## src/rtl/sgr_pkg.sv

```systemverilog
// Shared types and constants for the SGR escape sequence parser.
package sgr_pkg;

  localparam logic [1:0] PH_IDLE = 2'd0;
  localparam logic [1:0] PH_ESC  = 2'd1;
  localparam logic [1:0] PH_SEQ  = 2'd2;

  localparam logic [1:0] KIND_PRINT = 2'd0;
  localparam logic [1:0] KIND_SET   = 2'd1;
  localparam logic [1:0] KIND_RESET = 2'd2;

  localparam logic [7:0] ESC_BYTE     = 8'd27;
  localparam logic [7:0] LSQUARE_BYTE = 8'h5B;
  localparam logic [7:0] SEMI_BYTE    = 8'h3B;
  localparam logic [7:0] M_BYTE       = 8'h6D;
  localparam logic [7:0] DIGIT_LOW    = 8'h30;
  localparam logic [7:0] DIGIT_HIGH   = 8'h39;
  localparam logic [7:0] FORE_LOW     = 8'd30;
  localparam logic [7:0] FORE_HIGH    = 8'd37;
  localparam logic [7:0] BACK_LOW     = 8'd40;
  localparam logic [7:0] BACK_HIGH    = 8'd47;
  localparam logic [7:0] CODE_RESET   = 8'd0;
  localparam logic [7:0] CODE_BOLD    = 8'd1;
  localparam logic [7:0] CODE_ULINE   = 8'd4;
  localparam logic [7:0] ACCUM_MAX    = 8'd255;

  localparam logic [2:0] FORE_DEFAULT = 3'd7;
  localparam logic [2:0] BACK_DEFAULT = 3'd0;

  typedef struct packed {
    logic [1:0] phase;
    logic [7:0] accum;
    logic       have_digits;
    logic       bold;
    logic       uline;
    logic [2:0] fore;
    logic [2:0] back;
  } sgr_state_t;

  typedef struct packed {
    logic       valid;
    logic [1:0] kind;
    logic [7:0] ch;
    logic       bold;
    logic       uline;
    logic [2:0] fore;
    logic [2:0] back;
  } sgr_result_t;

endpackage

```

## src/rtl/ansi_sgr_escape_parser.sv

```systemverilog
// Top level of the ANSI SGR escape sequence parser.
// The parser takes one text byte per cycle when not stalled and sorts plain
// characters from SGR sequences (ESC '[' n ';' n ... 'm'). Each accepted word
// updates the parse state in the same cycle and, when it produces a result,
// loads the single output register; so the sustained rate is one byte per
// clock without stalls; a byte's result is on the output in the next cycle.
// Bytes that produce nothing (ESC, '[', digits, separators) leave the output
// untouched. The input is stalled only while a result sits in the output
// register and the consumer stalls it. result_kind is 0 for a printed
// character (out_char), 1 for a gathered attribute set (bold_on,
// underline_on, fore_colour, back_colour) and 2 for an attribute reset
// (code 0, which also ends the sequence at once). Fields that do not belong
// to the kind read as zero. Parameters saturate at 255; unknown codes are
// ignored, and any unexpected byte inside a sequence is printed and ends it.
// last_of_text returns the parser to idle after its byte.
module ansi_sgr_escape_parser (
  input  logic       clk,
  input  logic       rst,
  input  logic       in_valid,
  output logic       in_stall,
  input  logic [7:0] in_char,
  input  logic       last_of_text,
  output logic       out_valid,
  input  logic       out_stall,
  output logic [1:0] result_kind,
  output logic [7:0] out_char,
  output logic       bold_on,
  output logic       underline_on,
  output logic [2:0] fore_colour,
  output logic [2:0] back_colour
);
  import sgr_pkg::*;

  sgr_state_t  state;
  sgr_state_t  state_next;
  sgr_result_t result;
  logic        in_accept;

  // hold input only while the output word is full and blocked
  assign in_stall  = out_valid && out_stall;
  assign in_accept = in_valid && !in_stall;

  sgr_step u_step (
    .in_char      (in_char),
    .last_of_text (last_of_text),
    .state        (state),
    .state_next   (state_next),
    .result       (result)
  );

  // parse state: advance on every accepted word
  always_ff @(posedge clk) begin
    if (rst) begin
      state.phase       <= PH_IDLE;
      state.accum       <= '0;
      state.have_digits <= 1'b0;
      state.bold        <= 1'b0;
      state.uline       <= 1'b0;
      state.fore        <= FORE_DEFAULT;
      state.back        <= BACK_DEFAULT;
    end else if (in_accept) begin
      state <= state_next;
    end
  end

  // output register: load a new result, or drop the old one once taken
  always_ff @(posedge clk) begin
    if (rst) begin
      out_valid <= 1'b0;
    end else if (in_accept) begin
      out_valid <= result.valid;
    end else if (!out_stall) begin
      out_valid <= 1'b0;
    end
  end

  always_ff @(posedge clk) begin
    if (in_accept && result.valid) begin
      result_kind  <= result.kind;
      out_char     <= result.ch;
      bold_on      <= result.bold;
      underline_on <= result.uline;
      fore_colour  <= result.fore;
      back_colour  <= result.back;
    end
  end

  // end of text always leaves the parser idle with a clear accumulator
  a_last_idle: assert property (@(posedge clk) disable iff (rst)
    in_accept && last_of_text |=> state.phase == PH_IDLE && state.accum == '0
      && !state.have_digits)
    else $error("parser not idle after end of text");

  // input is only held back by a full, stalled output word
  a_stall_cause: assert property (@(posedge clk) disable iff (rst)
    in_stall |-> out_valid)
    else $error("input stalled with empty output");

  // attribute results never carry a character
  a_char_zero: assert property (@(posedge clk) disable iff (rst)
    out_valid && result_kind != KIND_PRINT |-> out_char == '0)
    else $error("character set on attribute result");

  // an ESC accepted from idle opens a sequence and yields nothing
  a_esc_open: assert property (@(posedge clk) disable iff (rst)
    in_accept && state.phase == PH_IDLE && in_char == ESC_BYTE && !last_of_text
      |=> state.phase == PH_ESC && !out_valid)
    else $error("ESC did not open a sequence");

endmodule

```

## src/rtl/sgr_step.sv

```systemverilog
// Per-byte next-state and result logic of the SGR escape sequence parser.
module sgr_step (
  input  logic [7:0]          in_char,
  input  logic                last_of_text,
  input  sgr_pkg::sgr_state_t state,
  output sgr_pkg::sgr_state_t state_next,
  output sgr_pkg::sgr_result_t result
);
  import sgr_pkg::*;

  always_comb begin
    logic        is_digit;
    logic        done;
    logic [11:0] prod;
    logic [7:0]  code;
    logic [7:0]  fore_off;
    logic [7:0]  back_off;

    state_next = state;
    result     = '0;
    done       = 1'b0;
    is_digit   = (in_char >= DIGIT_LOW) && (in_char <= DIGIT_HIGH);
    code       = state.accum;
    fore_off   = code - FORE_LOW;
    back_off   = code - BACK_LOW;
    prod       = {4'd0, state.accum} * 12'd10 + {4'd0, in_char - DIGIT_LOW};

    case (state.phase)
      PH_ESC: begin
        if (in_char == LSQUARE_BYTE) begin
          state_next.bold        = 1'b0;
          state_next.uline       = 1'b0;
          state_next.fore        = FORE_DEFAULT;
          state_next.back        = BACK_DEFAULT;
          state_next.accum       = '0;
          state_next.have_digits = 1'b0;
          state_next.phase       = PH_SEQ;
        end else begin
          result.valid     = 1'b1;
          result.kind      = KIND_PRINT;
          result.ch        = in_char;
          state_next.phase = PH_IDLE;
        end
      end
      PH_SEQ: begin
        // close the current parameter on a separator or the final 'm'
        if ((in_char == SEMI_BYTE || in_char == M_BYTE) && state.have_digits) begin
          state_next.accum       = '0;
          state_next.have_digits = 1'b0;
          if (code == CODE_BOLD) begin
            state_next.bold = 1'b1;
          end else if (code == CODE_ULINE) begin
            state_next.uline = 1'b1;
          end else if (code >= FORE_LOW && code <= FORE_HIGH) begin
            state_next.fore = fore_off[2:0];
          end else if (code >= BACK_LOW && code <= BACK_HIGH) begin
            state_next.back = back_off[2:0];
          end else if (code == CODE_RESET) begin
            result.valid     = 1'b1;
            result.kind      = KIND_RESET;
            state_next.phase = PH_IDLE;
            done             = 1'b1;
          end
        end
        if (!done) begin
          if (in_char == M_BYTE) begin
            result.valid     = 1'b1;
            result.kind      = KIND_SET;
            result.bold      = state_next.bold;
            result.uline     = state_next.uline;
            result.fore      = state_next.fore;
            result.back      = state_next.back;
            state_next.phase = PH_IDLE;
          end else if (is_digit) begin
            state_next.accum       = (prod > {4'd0, ACCUM_MAX}) ? ACCUM_MAX : prod[7:0];
            state_next.have_digits = 1'b1;
          end else if (in_char != SEMI_BYTE) begin
            result.valid     = 1'b1;
            result.kind      = KIND_PRINT;
            result.ch        = in_char;
            state_next.phase = PH_IDLE;
          end
        end
      end
      default: begin
        if (in_char == ESC_BYTE) begin
          state_next.phase = PH_ESC;
        end else begin
          result.valid     = 1'b1;
          result.kind      = KIND_PRINT;
          result.ch        = in_char;
          state_next.phase = PH_IDLE;
        end
      end
    endcase

    if (last_of_text) begin
      state_next.phase       = PH_IDLE;
      state_next.accum       = '0;
      state_next.have_digits = 1'b0;
    end
  end

endmodule
```

## config.mk

```make
export PLATFORM = sky130hd
export DESIGN_NAME = ansi_sgr_escape_parser
export DESIGN_NICKNAME = d
export VERILOG_FILES = /design/src/rtl/sgr_pkg.sv /design/src/rtl/ansi_sgr_escape_parser.sv /design/src/rtl/sgr_step.sv
export SDC_FILE = /design/constraint.sdc
export NUM_CORES = 1
export LEC_CHECK = 0
export ABC_CLOCK_PERIOD_IN_PS = 6500
export BUFFER_PORTS_ARGS = -buffer_cell sky130_fd_sc_hd__buf_2
export CAP_MARGIN = 20
export CORE_MARGIN = 2
export CORE_UTILIZATION = 40
export DETAILED_ROUTE_END_ITERATION = 10
export PLACE_DENSITY = 0.7
export SLEW_MARGIN = 20
export SYNTH_ARGS = -nofsm -noshare
export SYNTH_HDL_FRONTEND = slang
export SYNTH_HIERARCHICAL = 1
export SYNTH_SLANG_ARGS = --single-unit
```

## constraint.sdc

```tcl
create_clock -name clk -period 6.5 [get_ports clk]
set_input_delay 1.95 -clock clk [delete_from_list [all_inputs] [get_ports clk]]
set_output_delay 1.95 -clock clk [all_outputs]
set_load 0.01 [all_outputs]
```

==> results of run 1 <==
[power groups by stage]
stage | Clock (uW) | Combinational [uW] | Sequential [uW]
floorplan | 0 | 36.2 | 268
global placement | 0 | 58.6 | 264
detailed placement | 0 | 59.6 | 264
CTS | 213 | 59.8 | 259
global route | 222 | 65.3 | 259
finish | 208 | 59.9 | 258
[registers in the layout, indices dropped and copies added (netlist names)]
name	flops
out_valid	1
out_char	8
back_colour	3
underline_on	1
bold_on	1
fore_colour	3
state	19
result_kind	2
[final timing paths]
check,start,end,cells after the start,slack (ns)
worst max-delay path,out_stall,in_stall,4,2.21
worst min-delay path,state[1],state[1],2,0.49
worst max register to register,state[9],state[10],14,3.04
worst min register to register,state[1],state[1],2,0.49
[placed cells by master, fill, tap and decap left out, drive strengths merged, types with 3 or more instances in the layout]
cell type  Yosys  final
nor2          40     40
nand2b        35     35
buf            5     34
ha            25     25
mux2i         24     24
inv           20     20
dfxtp         20     20
o21ai         20     20
edfxtp        18     18
a21oi         12     12
nand2         10     10
a22o           8      8
nor2b          7      7
nor3           7      7
clkbuf         9      6
nand3b         6      6
a211oi         6      6
a31oi          5      5
o211ai         4      4
a311oi         4      4
a21o           4      4
o21a           4      4
nand3          4      4
a21boi         4      4
nand4          4      4
or2            4      4
and3           3      3
a221oi         3      3
[stage by stage]
stage / util [%] / worst slack (ns) / cell area [um2]
floorplan: - / 2.12 / 3100
global placement: 43.6 / 2.24 / 3320
detailed placement: 43.6 / 2.20 / 3320
CTS: 45.1 / 2.20 / 3430
global route: 45.1 / 2.17 / 3430
finish: 45.1 / 2.21 / 3430
[final cells by class]
cell class,count,share of cell area (%)
Clock buffer,6,2.41
Clock inverter,1,0.876
Inverter,20,2.19
Multi-Input combinational cell,272,58.2
Sequential cell,38,27.4
Tap cell,102,3.72
Timing Repair Buffer,34,5.11
[cell families after synthesis]
| kind of cell | after synthesis | share of synthesized area, % |
|---|---|---|
| AOI/OAI and AO/OA | 86 | 20.0 |
| xor gates and xnor gates | 4 | 1.13 |
| adders and majority gates | 27 | 11.4 |
| buffers and inverters | 34 | 5.09 |
| DFF | 38 | 30.4 |
| muxes | 24 | 7.76 |
| and+or+nand+nor | 131 | 24.2 |
[tightest hold or removal path, delay by kind of cell (launching register included)]
family | cells | cell delay [ns]
flops | 1 | 0.33
mux | 1 | 0.06
simple gates | 1 | 0.07
[per-layer routing]
metal / global-route usage, % / wire length, um
met1: 20.6 / 3170
met2: 31.2 / 3490
met3: 1.89 / 289
met4: 4.98 / 72
met5: 0 / 0
==> impl_metrics.ini, run 1 <==
[routing]
drtPass1Iterations = 4
drt_wl_total_mm = 7.02
detail-route-antenna-nets = 0
wl_per_cell_um = 14.8
drt_iter0_markers = 152
drc_errors = 0
vias = 2632
routed_via_density = 5.56

[power]
fin_total_pwr_uw = 526
p_seq_share_pct = 49.1
p_sw_share_pct = 23.1
clkPwrFrac_pct = 39.5
combPwrFrac_pct = 11.4
irDropWorstVdd_mv = 0.0626
pwr_density_cell_mw_per_mm2 = 153
p_sw_uw = 122
leakage_uw = 0.00141
power.internal_uw = 405

[flow_run]
maxCapViolCount = 0

[cells_and_area]
nFillCells = 760
area_growth_pct = 10.8
stdcell_count = 473
multi_input_area_mm2 = 0.00200
drive_gt1_share_pct = 15.1
regArea_um2 = 941
layout.nets = 411
diodes = 0

[sta]
fmax_ghz = 0.233
period_minus_slack_ns = 4.29
hold_ws_ns = 0.494
finClkSkew_ns = 0.0105
finalCritPeriodShare_pct = 66.0
worst_slew_pin_slew_ns = 0.532
tns_ns = 0
hold_violations = 0
rsz0062_at_grt = no
slew_violations = 0
maxSlewHeadroom_pct = 64.5
setup_viol = 0

[setup_path]
crit_type = in -> out
path_common_cell = buf_2
crit_buf_inv = 3
cpPeakStageDelay_ns = 0.13
startpoint_type = input pin
critical_path_peak_fanout = 2
arrival_ns = 2.34
cp_slowest_cell = buf_2
cp_top_family = buffers and inverters
crit_required_ns = 4.55
worstSetupEndpointType = primary output
crit_chain = buf_2 > nand2_1 > inv_1 > buf_2

[synth]
synth_top_cell_by_area = edfxtp_1
netlist.area_leader.share_pct = 17.5
synth_area_per_cell_um2 = 9.00
synth-seq-cells = 38
async_flop_share_pct = 0
yosys-top-cells-area = edfxtp_1 (17%), dfxtp_1 (13%), ha_1 (10%), mux2i_1 (7.8%), nand2b_1 (7.1%)
yosys_warnings = 6
synth_edf_count = 18
synthesis.area_mm2 = 0.00310
yosys_most_used_dff = dfxtp_1
synth_common_cells = nor2_1 (39), nand2b_1 (35), ha_1 (25)
ys_types = 61
synth_nets = 384
netlist_instances = 344
seq_area_frac_synth_pct = 30.4
yosysMostFrequentCell = nor2_1

[clock_network]
clkSlewWorstSetupHoldPaths_ns = 0.08
cts_buffers = 5
cts_sinks = 38
cts.htree.levels = 2
clockBufferDepth = 2
root_buffer = clkbuf_8
clock_latency_ns = 0.29
tritoncts = yes
hold_buffers = 0
cts_resized = 0
postCtsSetupBuffers = 0

[placement]
place_inst = 466
dpl.hpwl_mm = 5.13
place.gp.congestion = 0.849
io_buffers = 32

[global_routing]
grt_remaining_overflow = 0
grt_pass1_wl_mm = 11.8
grt_max_degree = 40
antenna_found_initial = 0
grt_usage_pct = 16.9
grt_pass1_vias = 2551

[die]
fp.dieW_um = 92.0
die_y_um = 92.0
rows = 32
core_mm2 = 0.00761
pin_count = 33
dieArea_mm2 = 0.00846
initial_core_util_pct = 40.7

[run_status]
outcome = finished clean

[min_path]
min_path_type = reg -> reg
(Power assumes the default switching activity.)
==> run 2, diff against run 1 <==
--- a/config.mk
+++ b/config.mk
@@ -5,13 +5,14 @@
 export SDC_FILE = /design/constraint.sdc
 export NUM_CORES = 1
 export LEC_CHECK = 0
-export ABC_CLOCK_PERIOD_IN_PS = 6500
+export ABC_AREA = 1
+export ABC_CLOCK_PERIOD_IN_PS = 3750
 export BUFFER_PORTS_ARGS = -buffer_cell sky130_fd_sc_hd__buf_2
 export CAP_MARGIN = 20
 export CORE_MARGIN = 2
 export CORE_UTILIZATION = 40
 export DETAILED_ROUTE_END_ITERATION = 10
-export PLACE_DENSITY = 0.7
+export PLACE_DENSITY = 0.72
 export SLEW_MARGIN = 20
 export SYNTH_ARGS = -nofsm -noshare
 export SYNTH_HDL_FRONTEND = slang
==> constraint.sdc (replaced) <==
create_clock -name clk -period 3.75 [get_ports clk]
set_input_delay 1.125 -clock clk [delete_from_list [all_inputs] [get_ports clk]]
set_output_delay 1.125 -clock clk [all_outputs]
set_load 0.01 [all_outputs]
==> run 2 against run 1 <==
  * Combinational power rose to 5.9 times the previous value
  * Final area is 2.7% higher
  * Die area rose by 2.7%
  * Final cell count grew 22%
  * Synthesized area rose by 2.8%
  * Critical endpoint is now state[12]
  * Highest routed layer unchanged
==> impl_metrics.ini, run 2 <==
[sta]
tns_ns = 0
fin_ws_ns = 0.470
finClkSkew_ns = 0.0123
hold_violations = 0
maxSlewHeadroom_pct = 54.7
fmax_ghz = 0.305
slew_violations = 0
rsz0062_at_grt = no
setup_viol = 0
worst_slew_pin_slew_ns = 0.679
finalCritPeriodShare_pct = 87.5
period_minus_slack_ns = 3.28

[synth]
async_flop_share_pct = 0
yosys-top-cells-area = edfxtp_1 (17%), dfxtp_1 (13%), nand2_1 (11%), ha_1 (9.8%), inv_1 (7.9%)
yosys_most_used_dff = dfxtp_1
seq_area_frac_synth_pct = 29.6
yosys_warnings = 6
synth_edf_count = 18
netlist.area_leader.share_pct = 17.0
synth_common_cells = nand2_1 (93), inv_1 (67), nor2_1 (45)
synth-seq-cells = 38
synth_top_cell_by_area = edfxtp_1
synth_nets = 481
netlist_instances = 441
ys_types = 39
synthesis.area_mm2 = 0.00318
synth_area_per_cell_um2 = 7.21
yosysMostFrequentCell = nand2_1

[setup_path]
worstSetupEndpointType = flip-flop
crit_required_ns = 3.92
critical_path_peak_fanout = 8
crit_start = state[12]
path_common_cell = nand2_1
startpoint_type = flip-flop
crit_type = reg -> reg
arrival_ns = 3.46
r2r_start = state[12]
cpPeakStageDelay_ns = 0.48
crit_chain = ha_1 > ha_1 > inv_1 > fa_1 > inv_1 > ha_1 > nand2_1 > inv_1 > nand2_1 > nand2_1 > nand2_1 > o21bai_1 > nand4_1 > nand2_1 > a21oi_1 > inv_1 > nand3_1 > nand2_1 > nor2_1
cp_slowest_cell = fa_1

[cells_and_area]
layout.nets = 516
top_register = state
largest_reg_flops = 19
area_growth_pct = 10.6
final_util_pct = 45.5
diodes = 0
drive_gt1_share_pct = 16.2
nFillCells = 785
stdcell_count = 578
reg.largest.list = state: 19 flops, out_char: 8 flops
mostFrequentLayoutCell = nand2_1
layout_common_cells = nand2_1 (93), inv_1 (67), nor2_1 (45)

[clock_network]
clock_latency_ns = 0.29
root_buffer = clkbuf_8
hold_buffers = 0
clkSlewWorstSetupHoldPaths_ns = 0.08
cts_resized = 0
cts_buffers = 5
clockBufferDepth = 2
cts.htree.levels = 2
cts_sinks = 38
postCtsSetupBuffers = 0
tritoncts = yes

[power]
clkPwrFrac_pct = 28.0
leakage_uw = 0.00165
fin_total_pwr_uw = 1180
p_seq_share_pct = 41.9
irDropWorstVdd_mv = 0.154
combPwrFrac_pct = 30.1
p_sw_uw = 379
p_sw_share_pct = 32.1
power.internal_uw = 800
pwr_density_cell_mw_per_mm2 = 335

[run_status]
outcome = finished clean

[global_routing]
grt_max_degree = 38
grt_remaining_overflow = 0
grt_pass1_wl_mm = 12.4
grt_pass1_vias = 2764
grt_usage_pct = 17.3
antenna_found_initial = 0

[routing]
vias = 2980
drtPass1Iterations = 4
drc_errors = 0
routed_via_density = 5.16
drt_wl_total_mm = 7.15
drt_iter0_markers = 287
wl_per_cell_um = 12.4
detail-route-antenna-nets = 0

[placement]
io_buffers = 32
place_inst = 571
dpl.hpwl_mm = 5.53
place.gp.congestion = 0.884
pre_cts_slack_ns = 0.356

[die]
pin_count = 33
fp.dieW_um = 93.2
initial_core_util_pct = 41.2
core_mm2 = 0.00773
die_y_um = 93.2
rows = 32
dieArea_mm2 = 0.00868

[min_path]
min_path_type = reg -> reg
hold_start = state[0]

[flow_run]
maxCapViolCount = 0
-- run 2: cell types whose count changed after synthesis, moves of 6 or more --
| cell | before | now |
|---|---|---|
| a21oi_2 | 0 | 16 |
| nand4_1 | 2 | 12 |
| inv_1 | 20 | 67 |
| a22o_1 | 8 | 0 |
| nor2_1 | 39 | 45 |
| nand2b_1 | 35 | 0 |
| nand2_1 | 10 | 93 |
| o21ai_0 | 19 | 4 |
| mux2i_1 | 24 | 0 |
| nand3_1 | 4 | 39 |
| clkbuf_1 | 9 | 3 |
| a21oi_1 | 12 | 38 |
| nor2b_1 | 7 | 0 |
-- run 2: kinds of logic (layout without fill, tap and decap cells) --
family | after synthesis | after routing | share of synthesized area (%)
flip-flops | 38 | 38 | 29.6
adder cells (fa/ha/maj) | 27 | 27 | 11.1
XOR/XNOR | 9 | 9 | 2.48
buffers and inverters | 82 | 117 | 11.8
AO/OA/AOI/OAI | 75 | 75 | 14.5
AND/OR/NAND/NOR | 210 | 210 | 30.6
-- run 2: path summary, 6_finish.rpt --
check         endpoint  cells past startpoint  slack (ns)
max          state[12]                     19        0.47
min           state[0]                      2        0.49
max reg2reg  state[12]                     19        0.47
min reg2reg   state[0]                      2        0.49
-- run 2: final cells by class --
type                    instances  area, um2  area share (%)
clock buffers                   5       68.8            1.96
clock inverters                 2       33.8           0.960
inverters                      70        263            7.47
multi-input cells             321       1870            53.0
flip-flops and latches         38        941            26.7
well taps                     102        128            3.63
repair buffers                 40        220            6.26
-- run 2: stage by stage --
stage	hold slack, ns	area (um2)
final	0.489	3520
after CTS	0.494	3520
after global placement	0.473	3420
after floorplan	0.460	3180
after detailed placement	0.475	3420
after global routing	0.508	3520
-- run 2: power by group through the flow --
stage	clock network, uW	registers, uW	logic (uW)
6_report	329	494	355
5_1_grt	357	498	403
4_1_cts	338	494	353
3_5_place_dp	0	504	350
3_3_place_gp	0	503	344
2_1_floorplan	0	513	257
-- run 2: routing by layer --
layer / GRT usage (%) / part of all wire, %
met1: 22.8 / 48
met2: 30.3 / 47
met3: 2.34 / 4.0
met4: 4.04 / 1.0
met5: 0 / 0
-- run 2: critical path, delay by kind of cell (launching register included) --
family | cells | cell delay, ns
flip-flops | 1 | 0.41
adder cells (fa/ha/maj) | 4 | 1.33
AO/OA/AOI/OAI | 2 | 0.47
AND/OR/NAND/NOR | 9 | 0.75
buffers and inverters | 4 | 0.20
